$ cat src/hdl/stq_pkg.sv
// types and constants shared by the sorted timer queue modules
// no dependencies
package stq_pkg;

	localparam int MaxResults = 16;
	localparam int FcntW = $clog2(MaxResults + 1);
	localparam int FidxW = $clog2(MaxResults);

	typedef enum logic [1:0] {
		MODE_START   = 2'd0,
		MODE_STOP    = 2'd1,
		MODE_RESTART = 2'd2,
		MODE_TICK    = 2'd3
	} mode_t;

	localparam logic [1:0] ST_OK     = 2'd0;
	localparam logic [1:0] ST_UNUSED = 2'd1;
	localparam logic [1:0] ST_INUSE  = 2'd2;

	typedef struct packed {
		logic [1:0]  mode;
		logic [3:0]  slot;
		logic        is_periodic;
		logic [63:0] time_us;
		logic [63:0] now_us;
	} req_t;

	typedef struct packed {
		logic        fired;
		logic [3:0]  fired_slot;
		logic [1:0]  status;
		logic        next_valid;
		logic [63:0] next_expiry_us;
		logic        last;
	} rsp_t;

	typedef enum logic [3:0] {
		S_IDLE,
		S_DEC,
		S_RA_RD,
		S_RA_ARM,
		S_INS_RD,
		S_INS_CMP,
		S_TK_RD,
		S_TK_CHK,
		S_EM_RD,
		S_EM_OUT
	} state_t;

	// controller to datapath
	typedef struct packed {
		logic       load_in;
		logic       rd_head;
		logic       rd_walk;
		logic       rd_per;
		logic       start_arm;
		logic       rearm;
		logic       remove_cur;
		logic       free_cur;
		logic       tick_fire;
		logic       walk_step;
		logic       set_st;
		logic [1:0] st_val;
		logic       out_single;
		logic       out_fire;
	} cmd_t;

	// datapath to controller
	typedef struct packed {
		logic is_tick;
		logic is_start;
		logic is_stop;
		logic slot_bad;
		logic used_cur;
		logic per_cur;
		logic len_zero;
		logic fcnt_full;
		logic fcnt_zero;
		logic head_due;
		logic per_head;
		logic walk_done;
		logic out_free;
		logic last_fire;
	} sts_t;

	function automatic logic [63:0] sat_add(input logic [63:0] a, input logic [63:0] b);
		logic [64:0] s;
		s = {1'b0, a} + {1'b0, b};
		return s[64] ? {64{1'b1}} : s[63:0];
	endfunction

endpackage

$ cat src/hdl/stq_ctrl.sv
// sequencer of the sorted timer queue
// depends on stq_pkg
module stq_ctrl (
	input  logic          clk,
	input  logic          arst_n,
	input  logic          req_valid,
	output logic          req_stall,
	input  stq_pkg::sts_t sts,
	output stq_pkg::cmd_t cmd
);
	import stq_pkg::*;

	state_t state_q, state_nx;

	// state register
	always_ff @(posedge clk or negedge arst_n) begin
		if (!arst_n) state_q <= S_IDLE;
		else state_q <= state_nx;
	end

	// next state
	always_comb begin
		state_nx = state_q;
		unique case (state_q)
			S_IDLE: if (req_valid) state_nx = S_DEC;
			S_DEC: begin
				if (sts.is_tick) state_nx = S_TK_RD;
				else if (sts.slot_bad) state_nx = S_EM_RD;
				else if (sts.is_start) state_nx = sts.used_cur ? S_EM_RD : S_INS_RD;
				else if (!sts.used_cur || !sts.per_cur || sts.is_stop) state_nx = S_EM_RD;
				else state_nx = S_RA_RD;
			end
			S_RA_RD:  state_nx = S_RA_ARM;
			S_RA_ARM: state_nx = S_INS_RD;
			S_INS_RD: state_nx = S_INS_CMP;
			S_INS_CMP: begin
				if (sts.walk_done) state_nx = sts.is_tick ? S_TK_RD : S_EM_RD;
				else state_nx = S_INS_RD;
			end
			S_TK_RD: state_nx = (sts.len_zero || sts.fcnt_full) ? S_EM_RD : S_TK_CHK;
			S_TK_CHK: begin
				if (!sts.head_due) state_nx = S_EM_RD;
				else state_nx = sts.per_head ? S_RA_RD : S_TK_RD;
			end
			S_EM_RD: state_nx = S_EM_OUT;
			S_EM_OUT: begin
				if (sts.out_free) begin
					if (!sts.is_tick || sts.fcnt_zero || sts.last_fire) state_nx = S_IDLE;
				end
			end
			default: state_nx = S_IDLE;
		endcase
	end

	// command outputs
	always_comb begin
		cmd = '0;
		req_stall = 1'b1;
		unique case (state_q)
			S_IDLE: begin
				req_stall = 1'b0;
				cmd.load_in = req_valid;
			end
			S_DEC: begin
				cmd.set_st = 1'b1;
				cmd.st_val = ST_OK;
				if (sts.is_tick) begin
					cmd.st_val = ST_OK;
				end else if (sts.slot_bad) begin
					cmd.st_val = ST_UNUSED;
				end else if (sts.is_start) begin
					if (sts.used_cur) cmd.st_val = ST_INUSE;
					else cmd.start_arm = 1'b1;
				end else if (!sts.used_cur) begin
					cmd.st_val = ST_UNUSED;
				end else begin
					cmd.remove_cur = 1'b1;
					cmd.free_cur = !sts.per_cur;
				end
			end
			S_RA_RD:   cmd.rd_per = 1'b1;
			S_RA_ARM:  cmd.rearm = 1'b1;
			S_INS_RD:  cmd.rd_walk = 1'b1;
			S_INS_CMP: cmd.walk_step = 1'b1;
			S_TK_RD:   cmd.rd_head = 1'b1;
			S_TK_CHK:  cmd.tick_fire = sts.head_due;
			S_EM_RD:   cmd.rd_head = 1'b1;
			S_EM_OUT: begin
				if (sts.out_free) begin
					if (sts.is_tick && !sts.fcnt_zero) cmd.out_fire = 1'b1;
					else cmd.out_single = 1'b1;
				end
			end
			default: ;
		endcase
	end

endmodule

$ cat src/hdl/stq_dp.sv
// datapath of the sorted timer queue: ordered list, slot tables, fire buffer, output register
// depends on stq_pkg
module stq_dp #(
	parameter int NUM_TIMERS = 16
) (
	input  logic          clk,
	input  logic          arst_n,
	input  stq_pkg::req_t req,
	input  stq_pkg::cmd_t cmd,
	output stq_pkg::sts_t sts,
	output logic          rsp_valid,
	input  logic          rsp_stall,
	output stq_pkg::rsp_t rsp
);
	import stq_pkg::*;

	localparam int IW = $clog2(NUM_TIMERS);
	localparam int CW = $clog2(NUM_TIMERS + 1);

	req_t              in_q;
	logic [IW-1:0]     cur_q;
	logic [IW-1:0]     order_q [NUM_TIMERS];
	logic [CW-1:0]     len_q;
	logic [CW-1:0]     pos_q;
	logic [NUM_TIMERS-1:0] used_q, per_q, done_q;
	logic [63:0]       exp_mem [NUM_TIMERS];
	logic [63:0]       per_mem [NUM_TIMERS];
	logic [63:0]       exp_rd_q, per_rd_q, e_q;
	logic [3:0]        fbuf_q [MaxResults];
	logic [FcntW-1:0]  fcnt_q, kcnt_q;
	logic [1:0]        st_q;
	logic              rsp_valid_q;
	rsp_t              rsp_q;

	logic [IW-1:0] head, walk_idx, hit_idx;
	logic          hit;
	logic [63:0]   arm_e, rearm_e;
	logic          walk_go;
	logic          rm_en;

	assign head     = order_q[0];
	assign walk_idx = (pos_q == '0) ? '0 : IW'(pos_q - CW'(1));
	assign arm_e    = in_q.is_periodic ? sat_add(in_q.now_us, in_q.time_us) : in_q.time_us;
	assign rearm_e  = sat_add(in_q.now_us, per_rd_q);
	assign walk_go  = (pos_q != '0) && (exp_rd_q > e_q);

	// find the list position of the current slot, or the head on a fire
	always_comb begin
		hit = 1'b0;
		hit_idx = '0;
		if (cmd.tick_fire) begin
			hit = 1'b1;
		end else begin
			for (int j = 0; j < NUM_TIMERS; j++) begin
				if (CW'(j) < len_q && order_q[j] == cur_q) begin
					hit = 1'b1;
					hit_idx = hit_idx | IW'(j);
				end
			end
		end
	end
	assign rm_en = (cmd.remove_cur || cmd.tick_fire) && hit;

	// status to the controller
	always_comb begin
		sts.is_tick   = in_q.mode == MODE_TICK;
		sts.is_start  = in_q.mode == MODE_START;
		sts.is_stop   = in_q.mode == MODE_STOP;
		sts.slot_bad  = 32'(in_q.slot) >= NUM_TIMERS;
		sts.used_cur  = used_q[cur_q];
		sts.per_cur   = per_q[cur_q];
		sts.len_zero  = len_q == '0;
		sts.fcnt_full = fcnt_q == FcntW'(MaxResults);
		sts.fcnt_zero = fcnt_q == '0;
		sts.head_due  = (in_q.now_us >= exp_rd_q) && !done_q[head];
		sts.per_head  = per_q[head];
		sts.walk_done = !walk_go;
		sts.out_free  = !rsp_valid_q || !rsp_stall;
		sts.last_fire = kcnt_q == fcnt_q - FcntW'(1);
	end

	// item register and payload state
	always_ff @(posedge clk) begin
		if (cmd.load_in) in_q <= req;
		if (cmd.rd_head) exp_rd_q <= exp_mem[head];
		if (cmd.rd_walk) exp_rd_q <= exp_mem[order_q[walk_idx]];
		if (cmd.rd_per) per_rd_q <= per_mem[cur_q];
		if (cmd.start_arm) e_q <= arm_e;
		if (cmd.rearm) e_q <= rearm_e;
		if (cmd.tick_fire) fbuf_q[fcnt_q[FidxW-1:0]] <= 4'(head);
		if (cmd.set_st) st_q <= cmd.st_val;
	end

	// timer tables
	always_ff @(posedge clk) begin
		if (cmd.start_arm) begin
			exp_mem[cur_q] <= arm_e;
			if (in_q.is_periodic) per_mem[cur_q] <= in_q.time_us;
		end
		if (cmd.rearm) exp_mem[cur_q] <= rearm_e;
	end

	// ordered list: removal shifts the tail up, the insertion walk shifts down
	always_ff @(posedge clk) begin
		if (rm_en) begin
			for (int j = 0; j < NUM_TIMERS - 1; j++)
				if (IW'(j) >= hit_idx) order_q[j] <= order_q[j + 1];
		end else if (cmd.walk_step) begin
			if (walk_go) order_q[pos_q[IW-1:0]] <= order_q[walk_idx];
			else order_q[pos_q[IW-1:0]] <= cur_q;
		end
	end

	// control state
	always_ff @(posedge clk or negedge arst_n) begin
		if (!arst_n) begin
			cur_q <= '0;
			len_q <= '0;
			pos_q <= '0;
			used_q <= '0;
			per_q <= '0;
			done_q <= '0;
			fcnt_q <= '0;
			kcnt_q <= '0;
		end else begin
			if (cmd.load_in) begin
				cur_q <= IW'(req.slot);
				done_q <= '0;
				fcnt_q <= '0;
				kcnt_q <= '0;
			end
			if (cmd.start_arm) begin
				used_q[cur_q] <= 1'b1;
				per_q[cur_q] <= in_q.is_periodic;
				pos_q <= len_q;
			end
			if (cmd.rearm) pos_q <= len_q;
			if (rm_en) len_q <= len_q - CW'(1);
			if (cmd.free_cur) used_q[cur_q] <= 1'b0;
			if (cmd.tick_fire) begin
				cur_q <= head;
				done_q[head] <= 1'b1;
				fcnt_q <= fcnt_q + FcntW'(1);
				if (!per_q[head]) used_q[head] <= 1'b0;
			end
			if (cmd.walk_step) begin
				if (walk_go) pos_q <= pos_q - CW'(1);
				else len_q <= len_q + CW'(1);
			end
			if (cmd.out_fire) kcnt_q <= kcnt_q + FcntW'(1);
		end
	end

	// output register
	always_ff @(posedge clk or negedge arst_n) begin
		if (!arst_n) rsp_valid_q <= 1'b0;
		else if (cmd.out_single || cmd.out_fire) rsp_valid_q <= 1'b1;
		else if (!rsp_stall) rsp_valid_q <= 1'b0;
	end

	always_ff @(posedge clk) begin
		if (cmd.out_single || cmd.out_fire) begin
			rsp_q.fired          <= cmd.out_fire;
			rsp_q.fired_slot     <= cmd.out_fire ? fbuf_q[kcnt_q[FidxW-1:0]] : 4'd0;
			rsp_q.status         <= st_q;
			rsp_q.next_valid     <= len_q != '0;
			rsp_q.next_expiry_us <= (len_q != '0) ? exp_rd_q : 64'd0;
			rsp_q.last           <= cmd.out_single || sts.last_fire;
		end
	end

	assign rsp_valid = rsp_valid_q;
	assign rsp       = rsp_q;

endmodule

$ cat src/hdl/sorted_timer_queue_core.sv
// top level of the sorted timer queue: controller plus datapath
// depends on stq_pkg, stq_ctrl, stq_dp
//
// One item is handled at a time. Stop and failed commands go from decode
// straight to reading the head and emitting the result; a tick with nothing
// due first reads the head (S_TK_RD) and checks it (S_TK_CHK) unless the list
// is empty. Each list insertion (start, periodic restart, each periodic fire)
// walks from the tail toward the head, reading (S_INS_RD) and then comparing
// (S_INS_CMP) one entry per step, as the expiry table has one registered read
// port. A periodic restart or periodic fire first fetches the period and arms
// (S_RA_RD, S_RA_ARM), and each fire of a tick passes through S_TK_RD and S_TK_CHK.
// A tick's results all carry the next expiry as it stands after the whole tick.
// The last result waits in an output register while the next item is taken.
module sorted_timer_queue_core #(
	parameter int NUM_TIMERS = 16
) (
	input  logic          clk,
	input  logic          arst_n,
	input  logic          req_valid,
	output logic          req_stall,
	input  stq_pkg::req_t req,
	output logic          rsp_valid,
	input  logic          rsp_stall,
	output stq_pkg::rsp_t rsp
);
	import stq_pkg::*;

	cmd_t cmd;
	sts_t sts;

	stq_ctrl u_ctrl (
		.clk       (clk),
		.arst_n    (arst_n),
		.req_valid (req_valid),
		.req_stall (req_stall),
		.sts       (sts),
		.cmd       (cmd)
	);

	stq_dp #(
		.NUM_TIMERS (NUM_TIMERS)
	) u_dp (
		.clk       (clk),
		.arst_n    (arst_n),
		.req       (req),
		.cmd       (cmd),
		.sts       (sts),
		.rsp_valid (rsp_valid),
		.rsp_stall (rsp_stall),
		.rsp       (rsp)
	);

endmodule
$ cat config.mk
export PLATFORM = sky130hd
export DESIGN_NAME = sorted_timer_queue_core
export DESIGN_NICKNAME = d
export VERILOG_FILES = /design/src/hdl/stq_pkg.sv /design/src/hdl/stq_ctrl.sv /design/src/hdl/stq_dp.sv /design/src/hdl/sorted_timer_queue_core.sv
export SDC_FILE = /design/constraint.sdc
export NUM_CORES = 2
export LEC_CHECK = 0
export ABC_AREA = 1
export ABC_CLOCK_PERIOD_IN_PS = 6740
export BUFFER_PORTS_ARGS = -buffer_cell sky130_fd_sc_hd__clkbuf_2
export CORE_UTILIZATION = 46
export DETAILED_ROUTE_END_ITERATION = 16
export PLACE_DENSITY_LB_ADDON = 0.08
export RECOVER_POWER = 50
export SKIP_LAST_GASP = 1
export SYNTH_ARGS = -nofsm -noshare
export SYNTH_HDL_FRONTEND = slang
export SYNTH_SLANG_ARGS = --single-unit
$ cat constraint.sdc
create_clock -name clk -period 6.74 [get_ports clk]
set_clock_uncertainty 0.15 [all_clocks]
set_input_delay 0 -clock clk [delete_from_list [all_inputs] [get_ports clk]]
set_output_delay 0 -clock clk [all_outputs]
set_load 0.01 [all_outputs]
==> results.yml <==
hold_path:
  hp-start: "req_valid"
  hold_depth: 5
  min_to: "u_dp.done_q[12]"
  hp-class: "primary input to register"
run:
  drv_cap: 16
sta:
  fin_crit_ns: 6.173
  hold_viol_final: 0
  worstMarginPinSlew_ns: 3.956
  max_freq_ghz: 0.1620
  rsz0062_at_grt: "false"
  fin_crit_sh_pct: 91.59
  report.final.slew_viol_count: 650
  fin_tns_setup_ns: 0
  setup_viol: 0
  maxSlewHeadroom_pct: -163.8
route:
  vias_per_cell: 6.127
  first_pass_iters: 8
  avgRoutedWirePerCell_um: 29.04
  drc: 0
  detail-route-antenna-nets: 0
  dr.first_iter.drc_count: 12730
  via_count: 102300
  drt_wl_total_mm: 484.8
finish:
  area_growth_pct: 13.17
  final_core_util_pct: 52.33
  layout_commonest_cell: "edfxtp_1"
  fin_area_mm2: 0.1447
  drive_above_1_share_pct: 5.951
  nets: 13150
  layout_common_cells: "2574 x edfxtp_1, 2176 x nand2_1, 1816 x nand3_1"
  fillers: 24490
grt:
  grt_max_degree: 135
  grt_use_met2_pct: 52.77
  gr-total-overflow: 0
  grt.total_usage_pct: 33.87
  grt_pass1_vias: 97830
  grt_pass1_wl_mm: 686.9
  top_usage_layer: "met2"
  globalRouteMet1Util_pct: 46.94
  grtUsageMet3_pct: 5.101
  antenna_found_initial: 31
pwr:
  vdd_drop_max_v: 0.001243
  power_w: 0.08113
  p_leak_nw: 54.95
  cellPowerDensity_mw_per_mm2: 560.7
synthesis:
  syn_area_per_cell_um2: 10.29
  syn-num-nets: 12840
  synth-seq-cells: 2651
  ys.flop_type: "edfxtp_1"
  netlist_instances: 12430
  synth.distinct_cells: 54
  netlist_area_mm2: 0.1278
  async_flop_share_pct: 2.905
  synth_edf_count: 2574
  yosysSeqAreaShare_pct: 61.96
  synth_warnings: 0
clock_tree:
  clock_latency_ns: 0.91
  cts_tree: "yes"
  htree_num_levels: 5
  cts_root_buf: "clkbuf_16"
  cts_buffers: 296
  cts_num_sinks: 2651
  cts_setup_buffers: 0
  cts.clk_slew.worst_paths_ns: 0.06
  cts.path.max_buffers: 4
critical_path:
  r2r_start: "u_dp.cur_q[0]"
  r2r_setup_slack_ns: 0.57
  startpoint_type: "register"
  crit_start: "u_dp.cur_q[0]"
  worstPathMaxFanout: 40
  critical_path_class: "register to register"
  cp-end-kind: "register"
  worstPathArrival_ns: 6.23
  worstPathRequired_ns: 6.80
  r2r_cells: 13
  r2r-end: "u_dp.exp_mem[3][5]"
place:
  dp_hpwl_mm: 290.6
  place.gp.congestion: 1.009
  place_area_mm2: 0.1332
  io_buffer_count: 213
floorplan:
  rows: 193
  die_y_um: 529.2
  coreArea_mm2: 0.2765
  die_area_mm2: 0.2800
  ios: 214
  die_w_um: 529.2
  initial_utilization_pct: 46.24
status:
  status: "finished with violations"
  violations: "max-capacitance violations, max-slew violations"
## power breakdown
part | switching (W) | internal, W
registers | 0.00175 | 0.0212
logic | 0.0310 | 0.0115
clock network | 0.00676 | 0.00888
## synthesized netlist by cell type (43+ instances only)
cell type	count	area, um2
a21oi_1	288	1441
a22oi_1	319	2395
a31oi_1	285	1783
buf_1	43	161.4
buf_2	233	1166
buf_4	61	457.9
clkbuf_1	349	1310
dfrtp_1	77	1927
edfxtp_1	2574	77290
ha_1	271	3391
inv_1	1625	6100
nand2_1	2183	8194
nand3_1	1818	9099
nand3b_1	79	593.1
nand4_1	114	713.2
nor2_1	597	2241
nor3_1	59	295.3
o21ai_0	507	2537
o221ai_1	104	910.9
o22ai_1	443	2771
or4_1	64	480.5
xnor2_1	63	551.8
xor2_1	66	578.1
## final cells by class
cell class              instances  area, um2  area share (%)
clock buffers                 365       7900           5.460
repair buffers                705       5814           4.019
flip-flops and latches       2651      79220           54.76
inverters                    1645       6223           4.301
diodes                         13      32.53         0.02248
multi-input cells            7443      39600           27.37
well taps                    3705       4636           3.204
clock inverters               164       1259          0.8699
## kinds of logic after synthesis
kind of cell	after synthesis	share of synthesized area, %
simple gates	4960	17.15
xor+xnor	129	0.8837
fa+ha+maj	273	2.683
flops	2651	61.96
buf+inv	2333	7.264
compound gates	2081	10.06
## metrics by stage
stage	setup WS [ns]	instances	hold slack (ns)
after floorplan	0.05208	12430	-0.4456
after global placement	1.350	15870	-0.2700
after detailed placement	1.345	15870	-0.2752
after CTS	1.294	16680	0.1022
after global routing	0.4043	16680	0.1233
final	0.5667	16690	0.07778
## state kept, by name (all words and copies together), names as in the netlist, 64 cells and up
name	flops
u_dp.e_q	64
u_dp.exp_mem	1024
u_dp.exp_rd_q	64
u_dp.fbuf_q	64
u_dp.in_q	131
u_dp.order_q	64
u_dp.per_mem	1024
u_dp.per_rd_q	64
u_dp.rsp	73
## worst max path at each step
stage | endpoint | slack, ns | cells past startpoint
after CTS | u_dp.exp_rd_q[24] | 1.29 | 18
after detailed placement | u_dp.exp_rd_q[24] | 1.35 | 18
after floorplan | u_dp.per_mem[4][0] | 0.05 | 12
after global placement | u_dp.exp_rd_q[24] | 1.35 | 18
after global routing | u_dp.in_q[18] | 0.40 | 6
final | u_dp.exp_mem[3][5] | 0.57 | 13
## repair_timing
action                     in CTS  in global routing
gates resized for setup         0                  0
hold endpoints to repair      291                  0
setup endpoints to repair       0                  0
hold buffers                  279                  0
## metal layers
layer  wire length [um]  up-vias
met2             217900     5789
met3              45370     1178
li1                   -    44710
met4              23220        8
met1             198200    50570
met5                 48        -
## worst max-delay path, stage by stage, from the launching register on
cell and delay (ns):
dfrtp_1 0.46, clkbuf_1 1.06, nor2_4 0.06, inv_1 0.55, o22ai_1 0.17, o21ai_0 0.34, nand2_1 0.08, nor2_1 0.39
nor2_1 0.11, nand2_1 0.32, nand2_4 0.06, inv_1 0.30, nor2_1 0.19, clkbuf_2 1.06
(Power assumes the default switching activity.)
